===== config.mk =====
export PLATFORM = sky130hd
export DESIGN_NAME = bprq_ffs
export DESIGN_NICKNAME = d
export VERILOG_FILES = /design/src/rtl/bitmap_priority_ready_queue_defines.svh /design/src/rtl/bprq_pkg.sv /design/src/rtl/bprq_ffs.sv
export SDC_FILE = /design/constraint.sdc
export NUM_CORES = 1
export LEC_CHECK = 0
export BUFFER_PORTS_ARGS = -buffer_cell sky130_fd_sc_hd__buf_2
export CAP_MARGIN = 20
export CORE_AREA = 2 2 39 41
export DETAILED_ROUTE_END_ITERATION = 8
export DIE_AREA = 0 0 41 43
export PLACE_DENSITY = 0.67
export SLEW_MARGIN = 0
export SYNTH_ARGS = -nofsm -noshare
export SYNTH_HDL_FRONTEND = slang
export SYNTH_SLANG_ARGS = --single-unit

===== constraint.sdc =====
create_clock -name vclk -period 1.9
set_input_delay 0.095 -clock vclk [all_inputs]
set_output_delay 0.095 -clock vclk [all_outputs]
set_load 0.05 [all_outputs]

===== src/rtl/bitmap_priority_ready_queue_defines.svh =====
// Assertion macros shared by the bitmap priority ready queue RTL.
`ifndef BITMAP_PRIORITY_READY_QUEUE_DEFINES_SVH
`define BITMAP_PRIORITY_READY_QUEUE_DEFINES_SVH

// Same-cycle implication, disabled during reset.
`define BPRQ_ASSERT_IMPLIES(label, clk, rst, ante, cons, msg) \
   label: assert property (@(posedge clk) disable iff (rst) (ante) |-> (cons)) \
      else $error(msg);

// Next-cycle implication, disabled during reset.
`define BPRQ_ASSERT_NEXT(label, clk, rst, ante, cons, msg) \
   label: assert property (@(posedge clk) disable iff (rst) (ante) |=> (cons)) \
      else $error(msg);

`endif


===== src/rtl/bprq_pkg.sv =====
// Types, codes and defaults for the bitmap priority ready queue.
package bprq_pkg;

   localparam int LEVELS_DEF      = 32;
   localparam int QUEUE_DEPTH_DEF = 16;
   localparam int ID_BITS_DEF     = 8;

   localparam int CMD_W    = 2;
   localparam int TASK_W   = 8;
   localparam int LEVEL_W  = 5;
   localparam int STATUS_W = 2;
   localparam int READY_W  = 32;
   localparam int LIMIT_W  = 5;

   localparam logic [LIMIT_W-1:0] LIMIT_RESET = 5'd16;

   localparam logic [CMD_W-1:0] CMD_ENQ   = 2'd0;
   localparam logic [CMD_W-1:0] CMD_DISP  = 2'd1;
   localparam logic [CMD_W-1:0] CMD_BOOST = 2'd2;
   localparam logic [CMD_W-1:0] CMD_NOP   = 2'd3;

   localparam logic [STATUS_W-1:0] ST_OK    = 2'd0;
   localparam logic [STATUS_W-1:0] ST_FULL  = 2'd1;
   localparam logic [STATUS_W-1:0] ST_EMPTY = 2'd2;

   typedef struct packed {
      logic [CMD_W-1:0]   cmd;
      logic [TASK_W-1:0]  task_id;
      logic [LEVEL_W-1:0] level;
      logic [LEVEL_W-1:0] target_level;
   } req_type;

   typedef struct packed {
      logic [STATUS_W-1:0] status;
      logic [TASK_W-1:0]   task_out;
      logic [LEVEL_W-1:0]  level_out;
      logic [READY_W-1:0]  ready_levels;
   } rsp_type;

endpackage


===== src/rtl/bprq_ffs.sv =====
// Find-first-set over the ready bitmap: lowest set bit index.
module bprq_ffs #(
   parameter int WIDTH = bprq_pkg::LEVELS_DEF
) (
   input  logic [WIDTH-1:0]         bits,
   output logic [$clog2(WIDTH)-1:0] index,
   output logic                     found
);
   import bprq_pkg::*;

   localparam int IDX_BITS = $clog2(WIDTH);

   always_comb begin
      index = '0;
      for (int i = WIDTH - 1; i >= 0; i--) begin
         if (bits[i]) begin
            index = IDX_BITS'(i);
         end
      end
      found = |bits;
   end

endmodule


# == Word level (Yosys, flattened, before mapping) ==
# Index checks and enable logic that the tools add are counted.
# totals
ff_bits,0
out_inout_bits,6
input_bits,32
word_cells,33
# op_classes
n_reduce_logical,1
mux,32
# op_table
operator,count
two-way mux 5 bit,32
OR reduction 32 bit,1

# == Longest topological paths before layout ==
# Gate-level depths: netlist of the first run.
# depth
ltp_word,32
mapped_depth,5
depth_no_buf,5

# == Worst setup path before layout of the first run ==
# OpenSTA, ideal clock, no wires.
# synth_timing
kind,input -> output
start,input bits[30]
end,output index[0]
setup_slack_ns,-0.093
n_path_buf,0
t_arrival_ns,1.898
required_ns,1.805
path_stages,5
path_cell_list,nor3b_1 -> nor3_1 -> o31ai_1 -> o2111ai_1 -> a221oi_1
# synth_between
elab_chain_cells,31
# synth_lines
item,line,source
"start, declared",bprq_ffs.sv:5,"input logic [WIDTH-1:0] bits,"
two-way mux 5 bit (31 in a row),bprq_ffs.sv:16,if (bits[i]) begin
"end, declared",bprq_ffs.sv:6,"output logic [$clog2(WIDTH)-1:0] index,"
# No other way between the ends.

# == Worst setup path after layout of the first run ==
# layout_timing
start,input bits[19]
end,output index[2]
# layout_between
elab_chain_cells,20
# layout_lines
item,line
two-way mux 5 bit (20 in a row),bprq_ffs.sv:16
# No other way between the ends.

==> impl_metrics.yaml, run 1 <==
run_status:
  outcome: "complete, no violations"
detailed_routing:
  routed_wl_mm: 1.292
  wl_per_cell_um: 10.86
  vias: 633
  dr.pass1.iters: 4
  drc_errors: 0
  initialDrtViolationCount: 13
  ant_nets: 0
  vias_per_cell: 5.319
global_route:
  grt_util_all_layers: 0.1499
  grt_pass1_vias: 534
  antenna_found_initial: 0
  gr-total-overflow: 0
  grt_max_degree: 6
  grt_pass1_wl_mm: 2.014
layout:
  syn_to_final_growth_pct: 57.47
  multiInputGateArea_um2: 374.1
  register_area_um2: 0
  num-clock-buffers: 0
  antenna_cells: 0
  final_cell_area_um2: 606.8
  nNetsFinal: 137
  design.seq.count: 0
  nFillCells: 158
  stdcell_count: 119
  layout-drive-gt1-share: 0.4369
synthesis:
  yosys.area_share.simple: 0.5552
  avgSynthCellArea_um2: 5.929
  synth_cell_types: 24
  synth_area_um2: 385.4
  syn_inst: 65
  synthAdderAreaFrac: 0
  synth_seq_area_share: 0
  synth-xor-area-share: 0
  syn-num-nets: 97
  synth_top_family_by_area: "simple AND/OR/NAND/NOR gates"
  synth_mux_area_frac: 0
  yosysWarningCount: 0
  synth_compound_area_frac: 0.3864
placed_design:
  place_area_um2: 606.8
  hpwl_mm: 1.146
  port_buffers: 38
  place_congestion: 0.7801
  dp.cells: 119
setup_path:
  cp_common_cell: "buf_2"
  path_delay_family: "simple AND/OR/NAND/NOR gates"
  end_kind: "primary output"
  start_kind: "input port"
  path_max_fanout: 4
  path_class: "in2out"
  worstSetupPathDepth: 6
  cp_num_buf_inv: 2
  max_stage_delay_ps: 550
  worstPathCellList: "buf_2, or4_4, o21ai_1, nand2_1, a21boi_2, buf_2"
  critPathSlowestCell: "or4_4"
  worst_ep_required_time_ps: 1800
  worst_ep_arrival_time_ps: 1420
job:
  maxCapViolations: 0
timing:
  slew_violations: 0
  max_freq_ghz: 0.6617
  slew_headroom: 0.6408
  min_period_ps: 1511
  tightest_slew_ps: 525.2
  rsz0062_at_grt: "no"
  timing.final.crit_share: 0.7954
  setup_tns_ps: 0
  setup_viol: 0
  finalHoldViolCount: 0
floorplan:
  dieArea_um2: 1763
  die_w_um: 41
  initial_core_util: 0.2785
  die_y_um: 43
  ioPinCount: 38
  rows: 14
  core_um2: 1384
clock_tree:
  holdBufCountCts: 0
  post_cts_buffers: 0
  cts_resized: 0
hold_path:
  hp-start: "bits[0]"
  hold_path.class: "in2out"
  min_delay_worst_endpoint: "index[0]"
  whs_path_depth: 3
power:
  power_leakage_nw: 0.2739
  peakVddDrop_mv: 0.09148
  power_w: 0.0001071
  powerDensity_nw_per_um2: 176.6
area by class of cell:
cell class         count  area share
well taps             16     0.03299
multi-input cells     59      0.6165
repair buffers        38      0.3134
inverters              6     0.03711
layer usage:
layer  GRT usage  part of all wire  vias up
li1            -                 -      340
met5           0                 0        -
met4           0                 0        0
met1      0.1930              0.45      280
met3           0             0.058        0
met2      0.2781              0.50       13
worst max path at each step:
stage / slack [ps] / from / end
after floorplan: 230 / bits[19] / index[3]
after global placement: 390 / bits[19] / index[2]
after detailed placement: 390 / bits[19] / index[2]
after CTS: 380 / bits[19] / index[2]
after global routing: 280 / bits[27] / found
final: 390 / bits[19] / index[2]
layout by cell type, fill, tap and decap left out:
cell and n:
a2111oi_0 2, a211oi_1 1, a21boi_2 1, a21o_1 1, a21oi_1 7, a221oi_2 1, and2_1 1, buf_2 38
inv_1 6, nand2_1 3, nand3_1 1, nand4_1 1, nor2_1 10, nor2b_1 1, nor3_1 5, nor3_2 2
nor3b_1 1, nor3b_2 1, nor4_1 7, o2111ai_1 1, o21a_1 1, o21ai_0 2, o21ai_1 1, o31ai_1 4
or4_1 2, or4_4 2
cells in the mapped netlist:
cell / n / area [µm²]
a2111oi_0: 2 / 17.52
a211oi_1: 1 / 7.510
a21boi_2: 1 / 11.26
a21o_1: 1 / 7.510
a21oi_1: 7 / 35.03
a221oi_1: 1 / 8.760
and2_1: 1 / 6.260
inv_1: 6 / 22.52
nand2_1: 3 / 11.26
nand3_1: 1 / 5.000
nand4_1: 1 / 6.260
nor2_1: 10 / 37.54
nor2b_1: 1 / 6.260
nor3_1: 5 / 25.02
nor3_2: 2 / 20.02
nor3b_1: 2 / 15.01
nor4_1: 7 / 43.79
o2111ai_1: 1 / 8.760
o21a_1: 1 / 7.510
o21ai_0: 2 / 10.01
o21ai_1: 1 / 5.000
o31ai_1: 4 / 30.03
or4_1: 2 / 15.01
or4_4: 2 / 22.52
kinds of logic (layout without fill, tap and decap cells):
kind of cell / Yosys count / after routing
and+or+nand+nor: 37 / 37
AOI/OAI and AO/OA: 22 / 22
buffers and inverters: 6 / 44
stage by stage:
step / util / setup WS (ps) / hold slack (ps)
finish: 0.4385 / 388.7 / 547.6
global route: 0.4385 / 279.0 / 562.5
CTS: 0.4385 / 382.2 / 545.5
detailed placement: 0.4385 / 388.1 / 544.8
global placement: 0.4385 / 390.8 / 542.8
floorplan: - / 226.4 / 278.2
tightest hold or removal path, cell delays in order:
cell,delay [ps]
buf_2,110
a221oi_2,40
buf_2,200
power by group:
part           switching [W]  internal [W]  leakage (nW)
sequential                 0             0             0
combinational      0.0000628     0.0000444         0.274
clock                      0             0             0
Note: power is estimated with default switching activity, not from simulation.
==> inputs of run 2 (changes only) <==
- ABC_AREA: default -> 1
- PLACE_DENSITY: 0.67 -> 0.74
- clock period: 1.9 -> 1.6 ns (I/O delays scaled with it)
==> run 2 against run 1 <==
Effect of this change: the flow now finishes with violations (setup timing); global-route usage grew 1.0 points; synthesized area increased by 22%; total power is 70% higher; synthesized cell count rose by 65%; via count increased by 16%; worst setup slack lost 730 ps; routed wire length down 0.85%; core utilization increased by 15 points; die area did not move; cell area increased by 35%; first-iteration DRC count is 62% lower.
==> impl_metrics.yaml, run 2 <==
power:
  power_leakage_nw: 0.5305
  pwr-share-seq: 0
  powerDensity_nw_per_um2: 222.5
  peakVddDrop_mv: 0.1294
  combPwrFrac: 1.000
  internal-power_w: 0.00009261
  switching_share: 0.4905
  pwr-share-clk: 0
  p_sw_w: 0.00008916
synthesis:
  synth_cell_types: 17
  synth_seq_area_share: 0
  yosysWarningCount: 0
  yosysTopAreaCell: "nand2_1"
  avgSynthCellArea_um2: 4.397
  yosysMostFrequentCell: "nand2_1"
  synth.area.top_cells: "nand2_1 34%, inv_1 22%, nor2_1 12%"
  synth_mux_area_frac: 0
  synth_commonest_cells: "43 x nand2_1, 27 x inv_1, 15 x nor2_1"
  syn-num-nets: 139
  yosys.area_share.simple: 0.5319
  synthAdderAreaFrac: 0
  synth_top_family_by_area: "simple AND/OR/NAND/NOR gates"
  syn_inst: 107
  synth_top_area_share: 0.3431
  synth_area_um2: 470.5
  synth-xor-area-share: 0
  synth_compound_area_frac: 0.1463
layout:
  register_area_um2: 0
  final_cell_mix: "40 x nand2_1, 34 x buf_2, 26 x inv_1, 15 x nor2_1, 10 x buf_4"
  num-clock-buffers: 0
  final_cell_area_um2: 817.0
  design.seq.count: 0
  nNetsFinal: 189
  nFillCells: 131
  antenna_cells: 0
  stdcell_count: 171
  layout-drive-gt1-share: 0.4000
  final_common_cell: "nand2_1"
  syn_to_final_growth_pct: 73.67
hold_path:
  hold_path.class: "in2out"
  min_delay_worst_endpoint: "index[1]"
  hp-start: "bits[1]"
  whs_path_depth: 3
floorplan:
  ioPinCount: 38
  die_w_um: 41
  rows: 14
  initial_core_util: 0.3400
  dieArea_um2: 1763
  die_y_um: 43
  core_um2: 1384
detailed_routing:
  vias_per_cell: 4.310
  vias: 737
  dr.pass1.iters: 4
  ant_nets: 0
  routed_wl_mm: 1.281
  drc_errors: 0
  wl_per_cell_um: 7.491
  initialDrtViolationCount: 5
placed_design:
  hpwl_mm: 1.096
  place_area_um2: 760.7
  place_ws_ps: -467.7
  place_congestion: 0.6804
  dp.cells: 170
  port_buffers: 38
setup_path:
  cp_common_cell: "nand2_1"
  worst_ep_arrival_time_ps: 1860
  end_kind: "primary output"
  path_max_fanout: 2
  start_kind: "input port"
  max_stage_delay_ps: 170
  critPathSlowestCell: "buf_6"
  path_class: "in2out"
  worst_ep_required_time_ps: 1520
timing:
  whs_ps: 464.8
  slew_headroom: 0.7935
  tightest_slew_ps: 306.9
  timing.final.crit_share: 1.210
  slew_violations: 0
  setup_viol: 2
  min_period_ps: 1936
  max_freq_ghz: 0.5164
  setup_tns_ps: -406.6
  finalHoldViolCount: 0
  setup_ws_ps: -336.5
  rsz0062_at_grt: "yes"
global_route:
  grt_max_degree: 4
  grt_util_all_layers: 0.1598
  gr-total-overflow: 0
  grt_pass1_vias: 644
  grt_pass1_wl_mm: 2.145
  antenna_found_initial: 0
run_status:
  outcome: "finished, violations left"
  violations: "setup timing"
job:
  maxCapViolations: 0
clock_tree:
  holdBufCountCts: 0
==> run 2: worst max-delay path by stage <==
stage                   from        to  slack [ps]  depth (start not counted)
floorplan           bits[30]  index[0]        -160                         31
global placement    bits[30]  index[0]        -440                         33
detailed placement  bits[30]  index[0]        -470                         33
CTS                 bits[30]  index[0]        -350                         33
global route        bits[30]  index[0]        -630                         33
finish              bits[30]  index[0]        -340                         33
==> run 2: area by class of cell <==
class | count | area [µm²] | area share
Multi-Input combinational cell | 74 | 349.1 | 0.4273
Timing Repair Buffer | 48 | 294.0 | 0.3599
Inverter | 33 | 153.9 | 0.1884
Tap cell | 16 | 20.02 | 0.02450
==> run 2: critical path, delay by kind of cell <==
kind | cells | cell delay (ps)
simple gates | 29 | 1350
buf+inv | 3 | 300
compound gates | 1 | 120
==> run 2: per-layer routing <==
metal	global-route usage	part of all wire	routed length (µm)	vias up
li1	-	-	-	409
met1	0.1772	0.40	515	300
met5	0	0	0	-
met3	0.02618	0.10	134	0
met2	0.3094	0.49	631	28
met4	0	0	0	0
==> run 2: stage by stage <==
stage | total power (W) | util
floorplan | 0.00008530 | -
global placement | 0.0001598 | 0.5497
detailed placement | 0.0001638 | 0.5497
CTS | 0.0001785 | 0.5823
global route | 0.0002031 | 0.5904
finish | 0.0001818 | 0.5904
==> run 2: what timing repair did <==
action                                  4_1_cts  5_1_grt
gates resized for setup                      10        4
endpoints found under the setup margin        2        2
endpoints found under the hold margin         0        0
setup buffers                                 1        1
pin swaps                                     5        5
==> run 2: logic make-up (layout without fill, tap and decap cells) <==
group | Yosys count | in the layout
buf+inv | 33 | 81
compound gates | 10 | 10
simple gates | 64 | 64
==> run 2: power groups by stage <==
stage	Combinational, W	Clock (W)	Sequential, W
after floorplan	0.0000853	0	0
after global placement	0.000160	0	0
after detailed placement	0.000164	0	0
after CTS	0.000178	0	0
after global routing	0.000203	0	0
final	0.000182	0	0
==> inputs of run 3 (changes only) <==
- BUFFER_PORTS_ARGS: -buffer_cell sky130_fd_sc_hd__buf_2 -> -buffer_cell sky130_fd_sc_hd__buf_4
==> run 3 against run 2 <==
Effect of this change: the flow still finishes with violations (setup timing); combinational power increased by 9%; first-iteration DRC count decreased by 40%; via count down 0.41%; flip-flop and latch count unchanged; hold slack worse by 29 ps; non-clock buffer count decreased by 1; clock-buffer cell count unchanged.
==> impl_metrics.yaml, run 3 (synthesis results as in run 2) <==
floorplan:
  initial_core_util: 0.3400
  core_um2: 1384
  rows: 14
  dieArea_um2: 1763
  die_w_um: 41
  die_y_um: 43
  ioPinCount: 38
detailed_routing:
  dr.pass1.iters: 3
  vias: 734
  drc_errors: 0
  vias_per_cell: 4.318
  ant_nets: 0
  initialDrtViolationCount: 3
  wl_per_cell_um: 7.588
  routed_wl_mm: 1.290
layout:
  num-clock-buffers: 0
  register_area_um2: 0
  antenna_cells: 0
  design.seq.count: 0
  layout-drive-gt1-share: 0.3896
  final_cell_mix: "42 x nand2_1, 42 x buf_4, 26 x inv_1, 15 x nor2_1"
  syn_to_final_growth_pct: 89.63
  nNetsFinal: 188
power:
  powerDensity_nw_per_um2: 222.3
  power_leakage_nw: 0.5532
  power_w: 0.0001983
  peakVddDrop_mv: 0.1303
timing:
  slew_violations: 0
  max_freq_ghz: 0.5175
  setup_ws_ps: -332.4
  rsz0062_at_grt: "yes"
  min_period_ps: 1932
  slew_headroom: 0.7744
  finalHoldViolCount: 0
  timing.final.crit_share: 1.208
  setup_viol: 1
  tightest_slew_ps: 335.4
placed_design:
  hpwl_mm: 1.139
  port_buffers: 38
  place_congestion: 0.6989
  place_ws_ps: -428.7
global_route:
  grt_pass1_vias: 690
  gr-total-overflow: 0
  grt_max_degree: 4
  grt_util_all_layers: 0.1738
  antenna_found_initial: 0
  grt_pass1_wl_mm: 2.332
setup_path:
  start_kind: "input port"
  max_stage_delay_ps: 170
  worst_ep_required_time_ps: 1520
  critPathSlowestCell: "buf_6"
  worst_ep_arrival_time_ps: 1850
  end_kind: "primary output"
  path_max_fanout: 2
  cp_common_cell: "nand2_1"
  path_class: "in2out"
run_status:
  violations: "setup timing"
  outcome: "finished, violations left"
clock_tree:
  holdBufCountCts: 0
hold_path:
  hold_path.class: "in2out"
job:
  maxCapViolations: 0
==> run 3: cell count changes in the layout (fill, tap and decap cells not counted), sizes merged <==
cell  previous run  this run
buf             48        47
==> run 3: stage by stage <==
step | TNS [ps] | util | hold WS (ps) | area (µm²) | instances
2_1_floorplan | -213.3 | - | 212.1 | 483.0 | 107
3_3_place_gp | -470.2 | 0.6184 | 468.3 | 855.8 | 170
3_5_place_dp | -512.4 | 0.6184 | 468.3 | 855.8 | 170
4_1_cts | -521.5 | 0.6465 | 437.5 | 894.6 | 171
5_1_grt | -892.8 | 0.6447 | 448.2 | 892.1 | 170
6_report | -332.4 | 0.6447 | 435.5 | 892.1 | 170
==> run 3: worst max-delay path, delay by kind of cell <==
kind                   cells  cell delay, ps
buffers and inverters      3             290
AO/OA/AOI/OAI              1             110
AND/OR/NAND/NOR           29            1360
==> run 3: layout make-up <==
type / instances / area (µm²)
Fill cell: 148 / 491.7
Timing Repair Buffer: 47 / 371.6
Multi-Input combinational cell: 74 / 349.1
Inverter: 33 / 151.4
Tap cell: 16 / 20.02
==> run 3: final timing paths <==
kind                 start       end  slack [ps]  depth (start not counted)
hold / removal     bits[1]  index[1]         440                          3
setup / recovery  bits[30]  index[0]        -330                         33
==> run 3: metal layers <==
metal | GRT usage | share of wire | vias up
met5 | 0 | 0 | -
met4 | 0 | 0 | 0
met3 | 0.02618 | 0.10 | 0
met2 | 0.3625 | 0.51 | 28
met1 | 0.1677 | 0.38 | 301
li1 | - | - | 405
==> run 3: timing repair <==
item	CTS	global route
setup endpoints to repair	2	2
pin swaps	5	5
buffers inserted	2	1
gates cloned	0	0
resized for setup	9	2
==> run 3: where the power goes <==
part	switching, W	internal, W
Clock	0	0
Sequential	0	0
Combinational	0.0000868	0.000112
Total	0.0000868	0.000112
